$ cat src/design/tcrk_pkg.sv
// Shared types and constants for the two-compartment release kinetics block.
// No dependencies; every other file of the block refers to this package.
package tcrk_pkg;

	localparam int TIME_FRAC_BITS_DEF = 16;
	localparam int RATE_FRAC_BITS_DEF = 24;

	// exp(-x): Taylor series, then one 1/e multiply per integer unit of x
	localparam int TAYLOR_TERMS   = 15;
	localparam int EXP_POW_STAGES = 31;
	localparam int EXP_LAT        = 3 + 3 * (TAYLOR_TERMS - 1) + EXP_POW_STAGES;
	localparam logic [32:0] ONE_Q32   = 33'h1_0000_0000;
	localparam logic [30:0] INV_E_Q32 = 31'd1580030169;

	localparam int DIV_STEPS = 32;
	localparam int POST_STAGES = 4;
	localparam int TOTAL_LAT = EXP_LAT + POST_STAGES + DIV_STEPS + 1;

	localparam int CFG_IDX_W = 2;
	localparam logic [CFG_IDX_W-1:0] REG_LOADED_AMOUNT = 2'd0;
	localparam logic [CFG_IDX_W-1:0] REG_RELEASE_RATE  = 2'd1;
	localparam logic [CFG_IDX_W-1:0] REG_UPTAKE_RATE   = 2'd2;

	typedef enum logic [1:0] {
		ST_OK       = 2'd0,
		ST_BAD_REQ  = 2'd1,
		ST_CONSERV  = 2'd2
	} status_t;

	typedef struct packed {
		logic [31:0] elapsed_time;
		logic        activated;
	} req_t;

	typedef struct packed {
		logic [31:0] device_amount;
		logic [31:0] extracellular_amount;
		logic [31:0] intracellular_amount;
		logic [31:0] released_amount;
		status_t     status;
	} res_t;

	// side data that rides along the divider
	typedef struct packed {
		logic        bad;
		logic        act;
		logic [31:0] dev;
		logic [31:0] ext_eq;
		logic        sat;
		logic        dnz;
		logic        dpos;
	} mid_t;

endpackage

$ cat src/design/tcrk_stream_if.sv


interface tcrk_res_if;
	logic             valid;
	logic             ready;
	tcrk_pkg::res_t   payload;
	modport source (output valid, output payload, input ready);
	modport sink (input valid, input payload, output ready);
endinterface

$ cat src/design/tcrk_out_buf.sv
// Two-entry output buffer: decouples the pipeline stall from the result ready.
// Depends on tcrk_pkg and the result stream interface.
module tcrk_out_buf (
	input  logic           clk,
	input  logic           arst_n,
	input  logic           push,
	input  tcrk_pkg::res_t data,
	output logic           ready,
	tcrk_res_if.source     res
);

	logic           main_vld_q;
	logic           skid_vld_q;
	tcrk_pkg::res_t main_q;
	tcrk_pkg::res_t skid_q;
	logic           pop;

	assign ready = ~skid_vld_q;
	assign pop = main_vld_q & res.ready;

	always_ff @(posedge clk or negedge arst_n) begin
		if (!arst_n) begin
			main_vld_q <= 1'b0;
			skid_vld_q <= 1'b0;
		end else if (!main_vld_q || pop) begin
			main_vld_q <= skid_vld_q | push;
			skid_vld_q <= 1'b0;
		end else if (push) begin
			skid_vld_q <= 1'b1;
		end
	end

	always_ff @(posedge clk) begin
		if (!main_vld_q || pop) main_q <= skid_vld_q ? skid_q : data;
		else if (push) skid_q <= data;
	end

	assign res.valid = main_vld_q;
	assign res.payload = main_q;

endmodule

$ cat src/flat_wrapper.sv
// flat-port wrapper written by rule: the top's interface ports become plain ports
module tcrk_out_buf_flat 
  (clk, arst_n, push, data, ready, res_valid, res_payload, res_ready);
  tcrk_res_if res_i ();
  input  logic clk;
  input  logic arst_n;
  input  logic push;
  input  tcrk_pkg::res_t data;
  output logic ready;
  output wire logic [$bits(res_i.valid)-1:0] res_valid;
  output wire logic [$bits(res_i.payload)-1:0] res_payload;
  input wire logic [$bits(res_i.ready)-1:0] res_ready;
  assign res_valid = res_i.valid;
  assign res_payload = res_i.payload;
  assign res_i.ready = res_ready;
  tcrk_out_buf u_core (.clk(clk), .arst_n(arst_n), .push(push), .data(data), .ready(ready), .res(res_i));
endmodule
$ cat config.mk
export PLATFORM = sky130hd
export DESIGN_NAME = tcrk_out_buf_flat
export DESIGN_NICKNAME = d
export VERILOG_FILES = /design/src/design/tcrk_pkg.sv /design/src/design/tcrk_stream_if.sv /design/src/design/tcrk_out_buf.sv /design/src/flat_wrapper.sv
export SDC_FILE = /design/constraint.sdc
export NUM_CORES = 1
export LEC_CHECK = 0
export ABC_AREA = 1
export BUFFER_PORTS_ARGS = -buffer_cell sky130_fd_sc_hd__buf_2
export CAP_MARGIN = 40
export CORE_AREA = 2 2 182 220
export CTS_BUF_LIST = sky130_fd_sc_hd__clkbuf_4
export CTS_CLUSTER_SIZE = 12
export DETAILED_ROUTE_END_ITERATION = 12
export DIE_AREA = 0 0 184 222
export MAX_ROUTING_LAYER = met4
export PLACE_DENSITY = 0.54
export RECOVER_POWER = 50
export SLEW_MARGIN = 20
export SYNTH_ARGS = -nofsm -noshare
export SYNTH_HDL_FRONTEND = slang
export SYNTH_SLANG_ARGS = --single-unit
$ cat constraint.sdc
create_clock -name clk -period 25.1 [get_ports clk]
set_input_delay 5.02 -clock clk [delete_from_list [all_inputs] [get_ports clk]]
set_output_delay 5.02 -clock clk [all_outputs]
set_load 0.05 [all_outputs]
==> summary by stage, run 1 <==
Drt
The detailed-route DRC error count is 0. After the first detailed-routing iteration, the DRC count stood at 315. Once detail routing completed, the nets flagged for antenna violations numbered 0.

After detailed routing, the average wire length per cell comes to 14.95 µm. In the routed layout, each cell is associated on average with a via count of 3.954. The first-pass iteration count of the detailed router is 5.

After detailed routing, the total wire length is 23.09 mm. The number of vias after detailed routing is 6,105.

Power and ir drop
The analysis attributes to cell leakage a power of 5.003 nW. For this design the ratio of total power to cell area is 85.23 nW/µm². VDD sags by at most 46.72 µV.

Worst hold path
The worst min-delay path category is reg2reg.

Clocking
The H-tree generated during clock tree synthesis spans 3 levels. For this design, the CTS-stage hold fixing added 0 buffers. The largest buffer count on any clock path is 3.

The register clock-pin slew on the reported worst setup and hold paths is 0.07 ns. The clock sink count is 262. Once the clock tree was built, the setup fixing pass inserted 0 buffers. The number of gates resized after CTS was 0. TritonCTS built the clock tree. The library cell used as clock root buffer is sky130_fd_sc_hd__clkbuf_4.

Buffers inserted during clock tree synthesis total 70. The clock insertion delay at the later pin of the skew report is 0.71 ns.

Logic synthesis
After synthesis, the largest family of logic cells by area is simple AND/OR/NAND/NOR gates. The fraction of the yosys area taken by sequential cells is 0.8213. The share of synthesized area in the top cell type comes to 0.8161. In this run, distinct cell masters in the synthesized netlist total 9. The post-synth design cell area is 9567 µm². The count of flip-flops with a built-in enable after synthesis is 260. The number of nets handed over by synthesis was 823. Dividing the synthesized area by the synthesized cell count gives 13.88 µm². The yosys synthesis warning count is 0. The commonest cells after synthesis are 392 x sky130_fd_sc_hd__nand2_1, 260 x sky130_fd_sc_hd__edfxtp_1, 17 x sky130_fd_sc_hd__buf_2. Of the total synthesized cell area, the portion taken by AND, OR, NAND and NOR gates is 0.1550. The most common flop cell mapped by yosys is sky130_fd_sc_hd__edfxtp_1. The most common cell in the synthesized netlist is sky130_fd_sc_hd__nand2_1. The synthesized design contains 262 register bits.

The largest total area in the synthesized netlist belongs to sky130_fd_sc_hd__edfxtp_1. Sorting the synthesized cells by area gives the leading types as sky130_fd_sc_hd__edfxtp_1 82%, sky130_fd_sc_hd__nand2_1 15%, sky130_fd_sc_hd__buf_6 1.2%. The xor and xnor fraction of the mapped netlist area is 0. Synthesis produced 689 cells.

The fraction of the mapped netlist area in adder cells is 0. Of the post-synthesis cell area, the part taken by muxes is 0. After synthesis, the share of flip-flops with an asynchronous set or reset is 0.007634. The post-synthesis compound-gate area fraction is 0.

Timing
Based on the critical path, the design can be clocked at up to 0.1165 GHz. Setup total negative slack on the finished layout was measured at 0 ns. Hold timing on the final database bottoms out at a slack of 0.5130 ns. After layout, the worst setup slack is 16.51 ns. For the pin with the worst max-slew slack, the measured transition is 3.048 ns.

The minimum period implied by the final worst setup slack is 8.585 ns. Setup violations remaining at the end of the flow were counted as 0. Setup repair after global routing left no endpoint under its margin. The number of max-slew violations in the final report was 104. Between clock sinks in the finished design, the worst skew comes to 0.02771 ns.

The worst slew margin relative to its limit is -1.032. The post-route clock period utilization is 0.3420. The number of endpoints with negative hold slack in the final report is 0.

Outcome
The checks that failed: max-capacitance violations, max-slew violations. The flow ran to the end, but the final reports show violations.

Worst setup path
The cell seen most often among critical-path stages is sky130_fd_sc_hd__clkbuf_1. The worst setup path is captured at a flop. The endpoint of the most critical register-to-register path is u_core.skid_q[79]. For flop-to-flop paths, the worst setup slack is 20.55 ns. The worst setup path is launched from an input port. STA puts the critical path data required time at 25.45 ns. The critical path starts at res_ready. The data arrival time of the worst path is 8.94 ns. The standard cell with the maximum stage delay on the critical path is sky130_fd_sc_hd__clkbuf_1.

The worst-path maximum fanout is 53. The stage delay of the slowest cell on the critical path is 2.20 ns. The count of cells along the worst register-to-register path is 6. Traced cell by cell, the critical path runs through buf_2 -> inv_1 -> nand2_1 -> nor2_4 -> clkbuf_1 -> clkbuf_1 -> buf_4 -> buf_16. The most critical setup path has its endpoint at u_core.skid_q[79]. The worst register-to-register path begins at u_core.res.valid. By startpoint and endpoint, the worst setup path is classified as in2reg.

Die
The width of the die is 184 µm. The starting utilization of the core area is 0.2482. After floorplanning, the core was sized to cover 38,550 µm².

The number of cell rows is 79. The overall die area is 40,850 µm². The vertical die dimension is 222 µm. The number of ports placed on the die boundary is 266.

Flow run
Across the run, the number of max-cap violations was 2.

Final layout
The filler-free cell count of the finished design is 1,544. The area growth from synthesis to layout is 26.51%. The final layout contains 1,143 nets. The fraction of final layout cells sized beyond drive strength 1 is 0.2588. The fraction of the core area covered by cells at the end of the flow is 0.3140. Counting the fill cells in the layout gives 4,026.

Placed design
During placement, the flow inserted port buffers numbering 265. The pre-CTS setup slack is 17.92 ns. The half-perimeter wire length of the detailed placement result is 15.29 mm. The congestion estimate from routability-driven global placement came to 0.7511. The number of placed instances, taps included, is 1,421.

GRT
The global-route wire length before repair is 34.71 mm. For this run the aggregate overflow at the end of global routing stands at 0. The maximum number of pins on one net before global-route repair is 66. The via count of the first global-routing pass is 6,210. The overall fraction of global-route tracks in use is 0.1166.

The initial antenna violation count is 6.
## cell type report
cell class / count / area (µm²) / area share
Sequential cell: 262 / 7861 / 0.6495
Multi-Input combinational cell: 395 / 1490 / 0.1231
Timing Repair Buffer: 277 / 1333 / 0.1101
Clock buffer: 91 / 683.2 / 0.05645
Tap cell: 486 / 608.1 / 0.05024
Clock inverter: 23 / 96.34 / 0.007960
Antenna cell: 7 / 17.52 / 0.001447
Inverter: 3 / 13.76 / 0.001137
## worst min path at each step
stage                             from                       to  slack (ns)  depth (start not counted)
floorplan           u_core.skid_q[125]  u_core.res.payload[125]        0.49                          2
global placement    u_core.skid_q[125]  u_core.res.payload[125]        0.50                          2
detailed placement   u_core.skid_q[23]   u_core.res.payload[23]        0.50                          2
CTS                   u_core.skid_q[9]    u_core.res.payload[9]        0.51                          2
global route         u_core.skid_q[43]   u_core.res.payload[43]        0.53                          2
finish                u_core.skid_q[9]    u_core.res.payload[9]        0.51                          2
## placed cells by master (no fill, tap or decap)
master	instances
sky130_fd_sc_hd__inv_4	1
sky130_fd_sc_hd__nand2_1	392
sky130_fd_sc_hd__inv_2	4
sky130_fd_sc_hd__dfrtp_1	1
sky130_fd_sc_hd__clkbuf_4	91
sky130_fd_sc_hd__nor2_4	1
sky130_fd_sc_hd__clkinv_2	8
sky130_fd_sc_hd__buf_4	4
sky130_fd_sc_hd__diode_2	7
sky130_fd_sc_hd__inv_1	2
sky130_fd_sc_hd__clkbuf_1	111
sky130_fd_sc_hd__dfrtp_4	1
sky130_fd_sc_hd__edfxtp_1	260
sky130_fd_sc_hd__buf_2	158
sky130_fd_sc_hd__buf_16	2
sky130_fd_sc_hd__buf_12	2
sky130_fd_sc_hd__clkinv_1	11
sky130_fd_sc_hd__nor2_1	2
## kinds of logic after synthesis
group | after synthesis
buffers and inverters | 32
DFF | 262
and+or+nand+nor | 395
## registers in the layout, summed over array words and instances (netlist names)
name                cells
u_core.skid_vld_q       1
u_core.res.payload    130
u_core.skid_q         130
u_core.res.valid        1
## worst max-delay path, delay by kind of cell
kind,cells,cell delay [ns]
buf+inv,6,3.63
simple gates,2,0.19
## routing by layer
layer	vias up	part of all wire	global-route usage
met5	-	0	-
met4	0	0.028	0.06142
met3	44	0.074	0.03991
met2	217	0.51	0.1879
met1	2821	0.39	0.1267
li1	3023	-	-
## stage by stage
stage / power, mW / instance area [µm²]
3_3_place_gp: 0.7031 / 11350
2_1_floorplan: 0.6586 / 9567
4_1_cts: 1.056 / 12230
6_report: 1.032 / 12100
3_5_place_dp: 0.7065 / 11450
5_1_grt: 1.089 / 12100
## power breakdown
part / internal (mW) / switching, mW
sequential: 0.523 / 0.0113
clock: 0.169 / 0.170
combinational: 0.0311 / 0.127
total: 0.723 / 0.309
Power figures use the tool's default switching activity.
==> inputs of run 2 (changes only) <==
PLACE_DENSITY = 0.55   (was 0.54)
clock period = 7.65 ns   (was 25.1 ns; I/O delays follow)
==> run 2 against run 1 <==
The flow still finishes with violations (max-capacitance violations, max-slew violations). Routed wire length rose by 0.29%. Design area rose by 0.70%. Combinational power rose to 3.3 times the previous value. Critical path depth fell by 1. Core utilization rose by 0.22 points. Die area did not move. Power rose to 3.4 times the previous value. Register-to-register slack got worse by 17 ns.
==> summary by stage, run 2 (synthesis results as in run 1) <==
Clocking
The number of cells upsized or downsized after cts is 0 (unchanged). The largest buffer count on any clock path is 3 (unchanged). The clock sink count is 262 (unchanged). The number of setup buffers added after CTS is 0 (unchanged).

The hold buffer count at cts is 0 (unchanged). The depth of the CTS H-tree came to 3 (unchanged). The library cell used as clock root buffer is sky130_fd_sc_hd__clkbuf_4 (unchanged). The CTS tree is done (unchanged). The clock insertion delay at the later pin of the skew report is 0.74 ns (was 0.71 ns). The number of buffers added by the clock tree synthesis step is 73 (was 70). The register clock-pin slew on the reported worst setup and hold paths is 0.06 ns (was 0.07 ns).

Drt
The per-cell routed wire length is 14.97 µm (was 14.95 µm). The count of nets left with antenna violations after detail routing is 0 (unchanged). The routed wire length is 23.16 mm (was 23.09 mm). The number of vias after detailed routing is 6,094 (was 6,105). The detailed-route DRC error count is 0 (unchanged). The mean number of vias per cell came to 3.939 (was 3.954). The first-pass iteration count of the detailed router is 4 (was 5). The first-iteration detailed-routing DRC count was 300 (was 315).

GRT
The via count of the first global-routing pass is 6,292 (was 6,210). The fraction of met1 tracks used by global routing came to 0.1201 (was 0.1267). The most utilized layer in the global route result is met2 (unchanged).

The global-route wire length before repair was 34.85 mm (was 34.71 mm). The maximum number of pins on one net before global-route repair is 72 (was 66). The total overflow reported by the global router is 0 (unchanged). The met2 track demand over resource was 0.1903 (was 0.1879).

The overall fraction of global-route tracks in use was 0.1173 (was 0.1166). The initial antenna violation count came to 5 (was 6). The met3 usage in global routing is 0.04386 (was 0.03991).

Final layout
The fraction of the core area covered by cells at the end of the flow is 0.3162 (was 0.3140). Most frequent cells in the layout: 392 x sky130_fd_sc_hd__nand2_1, 260 x sky130_fd_sc_hd__edfxtp_1, 169 x sky130_fd_sc_hd__buf_2 (was 392 x sky130_fd_sc_hd__nand2_1, 260 x sky130_fd_sc_hd__edfxtp_1, 158 x sky130_fd_sc_hd__buf_2). The area growth from synthesis to layout was 27.40% (was 26.51%). The most common cell after layout, fill and taps aside was sky130_fd_sc_hd__nand2_1 (unchanged). The fraction of final layout cells sized beyond drive strength 1 came to 0.2737 (was 0.2588). The total number of nets in the final design is 1,142 (was 1,143). The cell area after layout is 12,190 µm² (was 12,100 µm²).

Worst setup path
The endpoint of the most critical register-to-register path is u_core.skid_q[64] (was u_core.skid_q[79]). The kind of cell adding the most delay to the critical path is simple AND/OR/NAND/NOR gates (was buffers and inverters). The buffering stage count on the worst path with inverters included is 5 (was 6).

The standard cell with the maximum stage delay on the critical path is sky130_fd_sc_hd__nand2_1 (was sky130_fd_sc_hd__clkbuf_1). The stage delay of the slowest cell on the critical path is 1.48 ns (was 2.20 ns). The worst-path maximum fanout came to 62 (was 53). The kind of end point of the critical path is a flop (unchanged). Crit-path cells: buf_2 -> inv_1 -> nand2_1 -> nor2_4 -> buf_4 -> buf_4 -> buf_16 (was buf_2 -> inv_1 -> nand2_1 -> nor2_4 -> clkbuf_1 -> clkbuf_1 -> buf_4 -> buf_16). The depth of the critical timing path with buffers and inverters included was 7 (was 8). The required time of the worst setup path is 8.02 ns (was 25.45 ns). The cell seen most often among critical-path stages is sky130_fd_sc_hd__buf_4 (was sky130_fd_sc_hd__clkbuf_1).

The worst flop-to-flop path startpoint is u_core.res.valid (unchanged). The count of cells along the worst register-to-register path was 5 (was 6). The data arrival time of the worst path is 5.16 ns (was 8.94 ns). The type of element launching the critical path was an input port (unchanged).

The worst-case register-to-register setup slack is 3.46 ns (was 20.55 ns). The critical setup path kind is in2reg (unchanged). The startpoint of the most critical setup path is res_ready (unchanged).

Timing
The number of max-slew violations in the final report was 109 (was 104). Dividing the final minimum period by the clock period gives 0.6258. The number of endpoints with negative hold slack in the final report was 0 (unchanged). The count of final setup violators is 0 (unchanged). The slew at the pin closest to its max-slew limit is 2.721 ns (was 3.048 ns). The final clock skew was 0.05610 ns (was 0.02771 ns). RSZ-0062 raised after global routing: no (unchanged). The worst slew margin relative to its limit is -0.8181 (was -1.032). The minimum period implied by the final worst setup slack is 4.787 ns. The setup total negative slack was 0 ns (unchanged). The highest achievable clock rate is 0.2089 GHz.

Flow run
The number of max-cap violations is 2 (unchanged).

Placed design
The total cell area at the placement stage is 11,440 µm² (was 11,450 µm²). The number of buffers added on ports is 265 (unchanged). The final estimated routing congestion in global placement is 0.7302 (was 0.7511).

The half-perimeter wire length of the detailed placement result is 14.90 mm (was 15.29 mm).

Worst hold path
The worst-case hold path end point is u_core.res.payload[31] (was u_core.res.payload[9]). The worst min-delay path category is reg2reg (unchanged). The worst min-delay path startpoint is u_core.skid_q[31] (was u_core.skid_q[9]). The hold-critical path depth is 2 (unchanged).

Die
The number of cell rows was 79 (unchanged). The number of ports placed on the die boundary was 266 (unchanged). The core area is 38,550 µm² (unchanged). The vertical die dimension is 222 µm (unchanged).

The width of the die is 184 µm (unchanged). The starting utilization of the core area is 0.2482 (unchanged). The overall die area is 40,850 µm² (unchanged).

Power and ir drop
The total power per unit cell area came to 288.2 nW/µm² (was 85.23 nW/µm²). The overall power of the completed layout is 3.513 mW (was 1.032 mW). The worst vdd rail ir drop is 115.7 µV (was 46.72 µV). The static power due to leakage is 5.075 nW (was 5.003 nW).

Outcome
Failing checks: max-capacitance violations, max-slew violations (unchanged). Result of the run: complete, but fails checks (unchanged).
## run 2: cell types whose count changed in the layout (fill, tap and decap cells not counted)
cell,change
sky130_fd_sc_hd__clkbuf_1,-13
sky130_fd_sc_hd__clkinv_2,-4
sky130_fd_sc_hd__dfrtp_1,+1
sky130_fd_sc_hd__buf_2,+11
sky130_fd_sc_hd__diode_2,-2
sky130_fd_sc_hd__inv_2,-2
sky130_fd_sc_hd__buf_16,+1
sky130_fd_sc_hd__dfrtp_4,-1
sky130_fd_sc_hd__clkbuf_4,+14
sky130_fd_sc_hd__bufinv_16,+1
sky130_fd_sc_hd__buf_12,-2
sky130_fd_sc_hd__buf_4,-1
## run 2: stage by stage
step	hold WS, ns	cells	worst slack [ns]
after floorplan	0.4905	689	1.209
after global placement	0.4997	1416	3.323
after global routing	0.5091	1547	2.444
after CTS	0.4836	1542	3.665
after detailed placement	0.5025	1419	3.496
final	0.4906	1547	2.863
## run 2: where the power goes
group	switching (mW)	internal [mW]
clock network	0.584	0.661
logic	0.417	0.103
registers	0.0329	1.71
## run 2: routing by layer
layer,routed length (µm),share of wire
met5,0,0
met4,760,0.033
met2,11730,0.51
met1,8870,0.38
met3,1793,0.077
## run 2: cell type report
class                      count  area, µm²
antenna                        5      12.51
clock buffer                 105      788.3
clock inverter                18      98.84
fill                        3962      26360
inverter                       3      13.76
multi-input combinational    395       1490
sequential                   262       7858
tap                          486      608.1
timing repair buffer         273       1319
## run 2: worst min-delay path: stages, from the launching register on
cell and delay (ns):
sky130_fd_sc_hd__edfxtp_1 0.32, sky130_fd_sc_hd__nand2_1 0.05, sky130_fd_sc_hd__nand2_1 0.05
## run 2: worst max path at each step
| stage | to | slack, ns |
|---|---|---|
| floorplan | u_core.skid_q[0] | 1.21 |
| global placement | u_core.skid_q[50] | 3.32 |
| detailed placement | u_core.skid_q[56] | 3.50 |
| CTS | ready | 3.66 |
| global route | u_core.skid_q[64] | 2.44 |
| finish | u_core.skid_q[64] | 2.86 |
